<file path="src/design/lc3b_pkg.sv">
// Package for the LC-3b step core: opcodes, item kind and shift codes, helpers.
// No dependencies.
`default_nettype none
package lc3b_pkg;
  localparam int unsigned RegCount = 8;

  localparam logic [3:0] OP_BR   = 4'd0;
  localparam logic [3:0] OP_ADD  = 4'd1;
  localparam logic [3:0] OP_LDB  = 4'd2;
  localparam logic [3:0] OP_STB  = 4'd3;
  localparam logic [3:0] OP_JSR  = 4'd4;
  localparam logic [3:0] OP_AND  = 4'd5;
  localparam logic [3:0] OP_LDW  = 4'd6;
  localparam logic [3:0] OP_STW  = 4'd7;
  localparam logic [3:0] OP_XOR  = 4'd9;
  localparam logic [3:0] OP_JMP  = 4'd12;
  localparam logic [3:0] OP_SHF  = 4'd13;
  localparam logic [3:0] OP_LEA  = 4'd14;
  localparam logic [3:0] OP_TRAP = 4'd15;

  localparam logic KIND_LOAD = 1'b0;

  localparam logic [1:0] SHF_LEFT = 2'd0;
  localparam logic [1:0] SHF_RL   = 2'd1;

  // N/Z/P from a written value
  function automatic logic [2:0] codes_of(input logic [15:0] v);
    logic [2:0] c;
    if (v[15]) c = 3'b100;
    else if (v == 16'h0000) c = 3'b010;
    else c = 3'b001;
    return c;
  endfunction
endpackage
`default_nettype wire

</file>
<file path="src/design/lc3b_rf.sv">
// Register file: one write port, two registered read ports, valid bits.
// Depends on lc3b_pkg.
`default_nettype none
module lc3b_rf (
  input  wire logic        clk,
  input  wire logic        rst,
  input  wire logic        we,
  input  wire logic [2:0]  waddr,
  input  wire logic [15:0] wdata,
  input  wire logic [2:0]  raddr_a,
  input  wire logic [2:0]  raddr_b,
  output logic      [15:0] rdata_a,
  output logic      [15:0] rdata_b
);
  import lc3b_pkg::*;

  logic [15:0]         regs [RegCount];
  logic [RegCount-1:0] vld;

  // valid bits stand in for the reset value of zero
  always_ff @(posedge clk) begin
    if (rst) begin
      vld <= '0;
    end else if (we) begin
      vld[waddr] <= 1'b1;
    end
  end

  // write and registered reads
  always_ff @(posedge clk) begin
    if (we) regs[waddr] <= wdata;
    rdata_a <= vld[raddr_a] ? regs[raddr_a] : 16'h0000;
    rdata_b <= vld[raddr_b] ? regs[raddr_b] : 16'h0000;
  end
endmodule
`default_nettype wire

</file>
<file path="config.mk">
export PLATFORM = sky130hd
export DESIGN_NAME = lc3b_rf
export DESIGN_NICKNAME = d
export VERILOG_FILES = /design/src/design/lc3b_pkg.sv /design/src/design/lc3b_rf.sv
export SDC_FILE = /design/constraint.sdc
export NUM_CORES = 1
export LEC_CHECK = 0
export BUFFER_PORTS_ARGS = -buffer_cell sky130_fd_sc_hd__buf_4
export CELL_PAD_IN_SITES_DETAIL_PLACEMENT = 1
export CELL_PAD_IN_SITES_GLOBAL_PLACEMENT = 2
export CORE_MARGIN = 2
export CORE_UTILIZATION = 50
export DETAILED_ROUTE_END_ITERATION = 16
export GPL_TIMING_DRIVEN = 0
export HOLD_SLACK_MARGIN = 0.03
export PLACE_DENSITY_LB_ADDON = 0.3
export SYNTH_ARGS = -nofsm -noshare
export SYNTH_HDL_FRONTEND = slang
export SYNTH_SLANG_ARGS = --single-unit
</file>
<file path="constraint.sdc">
create_clock -name clk -period 5.2 [get_ports clk]
set_input_delay 0.26 -clock clk [delete_from_list [all_inputs] [get_ports clk]]
set_output_delay 0.26 -clock clk [all_outputs]
set_load 0.005 [all_outputs]
</file>
==> results summary <==
The number of antenna violations at the first check in global routing came out at 0. The fraction of final layout cells sized beyond drive strength 1 came out at 45.60%. The unique cell type count in the Yosys netlist came out at 23. The number of buffers added for setup after CTS came out at 0.

Across the run, the number of max-cap violations was 0. In this run the power density over the cells is 351.7 nW/um2. After legalization and detailed placement, the total HPWL measured 10.86 mm.

The maximum clock frequency came out at 0.6138 GHz. The core region is 13930 um2. Setup repair after global routing left no endpoint under its margin. The post-synthesis cell count is 347. The chip height came out at 123.7 um. Ranked by instance count, the synthesized netlist is headed by edfxtp_1 (128), mux4_2 (57), dfxtp_1 (40), mux2i_1 (32), nor2_1 (23).

The analysis attributes to cell leakage a power of 2.988 nW. The number of buffer cells added on primary ports came out at 53. Setup violations remaining at the end of the flow were counted as 0.

The remaining routing DRC violations came out at 0. The final wirelength came out at 16.05 mm. The area used by sequential logic in the layout is 4644 um2. The largest voltage drop on the vdd net is 0.2281 mV.

The worst setup path is captured at a register. The count of nets left with antenna violations after detail routing is 0. For this run the aggregate overflow at the end of global routing stands at 0.

The maximum buffer depth of the clock tree is 2. The post-synth design cell area came out at 7166 um2. In the final routed layout, each cell accounts on average for 25.76 um. The number of warnings reported in the yosys synthesis log came out at 0. Measured in cells, the most critical reg-to-reg path has a length of 4. The placed cell count is 590.

The final core utilization came out at 61.28%. The insertion delay of the later-clocked pin in the worst-skew pair came out at 430 ps. The data required time of the worst path is 5510 ps. The data arrival time of the worst path is 1940 ps. The per-instance average area after synthesis is 20.65 um2.

The top cell type's share of synthesized area came out at 53.64%. The final weighted congestion in routability-driven placement is 0.6962. The overall track demand over capacity in global routing came out at 23.46%. The share of flip-flops with an asynchronous set or reset came out at 0%.

The actual transition at the worst max-transition pin is 1086 ps. Row generation in the floorplan step produced 43 rows. The relative max-transition margin came out at 27.53%. The post-synthesis sequential area ratio is 64.82%.

The tree is rooted in a clkbuf_16. The flow ran to the end, and the final reports show no timing, DRC or antenna violations. The initial DRC count is 244. The first detailed-routing pass ran for 4 iterations. The number of hold buffers added after CTS was 1. The type of the most critical hold path is in2reg. The time the worst path needs with I/O delays and setup came out at 1629 ps.

Counting instances, the worst hold path has a depth of 1. The post-synthesis to final-layout area growth is 19.17%. Adding up every negative setup slack in the final design gives 0 ps.

The top-level port count is 60. Dividing the final minimum period by the clock period gives 31.33%. The clock slew seen by the registers of the worst setup and hold paths came out at 60 ps.

The area taken by multi-input logic gates is 2392 um2. The number of resized instances in the post-cts repair step is 0. The largest fanout on the critical path came out at 10. The antenna diode instance count came out at 0. The post-synthesis net count came out at 375. The sink count of the clock tree came out at 168. Yosys instantiated no cell more often than edfxtp_1. The flip-flop cell with the highest count after synthesis is edfxtp_1. The number of global-route vias before repair is 4020. After the last flow step, the layout net total stands at 458. By area the synthesized netlist is led by edfxtp_1 (54%), mux4_2 (18%), dfxtp_1 (11%).

The number of enable flip-flop cells after synthesis came out at 128. The setup clock skew after layout is 5.645 ps. The die width is 123.7 um.

Entering global routing, the biggest net connects 18 pins. The die footprint is 15310 um2. The number of fill cells in the layout came out at 1197. The H-tree depth reported by CTS is 4.

The register bit count reported by yosys is 168. The via density per instance is 5.856. The number of CTS-inserted buffers came out at 17. The count of endpoints failing hold in the final timing report came out at 0. The CTS tree is done. Across all layers, the routed design uses 3648 vias. The initial core utilization is 51.42%. The wire length of the first global-routing pass came out at 24.58 mm. STA classifies the critical path startpoint as a register. Leaving out filler cells and counting taps, the final layout contains 623. The biggest area contributor in the post-synthesis netlist is edfxtp_1. The max-slew violation count is 0. The class of the most critical setup path is reg2reg.
==> worst max-delay path, cell delays in order, from the launching register on <==
cell	delay (ps)
dfxtp_1	320
mux4_2	500
mux2i_4	370
buf_12	250
nor2_4	60
==> state kept, by name, indices dropped and copies added (netlist names) <==
register  cells
regs        128
vld           8
rdata_b      16
rdata_a      16
==> through the flow <==
stage / hold WS [ps] / instance area, um2 / total power, W / setup WS [ps]
floorplan: 332.4 / 7166 / 0.001694 / 2636
global placement: 472.2 / 7789 / 0.001775 / 387.3
detailed placement: 485.9 / 7946 / 0.001793 / 3171
CTS: 43.19 / 8539 / 0.003027 / 3566
global route: 58.55 / 8539 / 0.003094 / 3526
finish: 60.59 / 8539 / 0.003003 / 3571
==> per-layer routing <==
layer,up-vias,part of all wire (%),wire length (um),track usage [%]
met4,0,0.98,158,7.884
met2,118,54,8738,40.25
met5,-,0,0,0
met1,1915,39,6191,30.56
met3,11,6.0,959,4.029
li1,1604,-,-,-
==> power breakdown <==
| part | switching (W) | internal, W |
|---|---|---|
| Sequential | 0.0000181 | 0.00149 |
| Clock | 0.000508 | 0.000733 |
| Combinational | 0.000128 | 0.000127 |
==> cell usage in the layout, fill, tap and decap left out, drive strengths merged <==
master	n
mux2i	34
nor3b	1
mux4	68
and4b	2
nor4bb	2
dlygate4sd3	1
o21ba	3
bufinv	2
nand2	2
edfxtp	128
clkinvlp	5
nor4b	1
buf	82
clkbuf	24
clkinv	3
inv	1
nor2	43
nor3	1
dfxtp	40
==> kinds of logic after synthesis <==
logic type,count (synthesis),share of synthesized area (%)
buffers and inverters,22,2.479
AO/OA/AOI/OAI,3,0.4191
AND/OR/NAND/NOR,52,5.308
flip-flops,168,64.82
multiplexers,102,26.98
==> final timing paths <==
check	slack, ps	startpoint	endpoint
min	60	wdata[2]	regs[6][2]
max	3570	vld[5]	rdata_b[11]
min reg2reg	510	vld[5]	vld[5]
max reg2reg	3570	vld[5]	rdata_b[11]
==> cell type report <==
type	instances	share of cell area [%]
sequential	168	54.39
timing repair buffer	64	6.051
clock buffer	21	5.407
buffer	22	2.081
clock inverter	11	1.421
multi-input combinational	157	28.01
tap	180	2.637
Power figures use the tool's default switching activity.
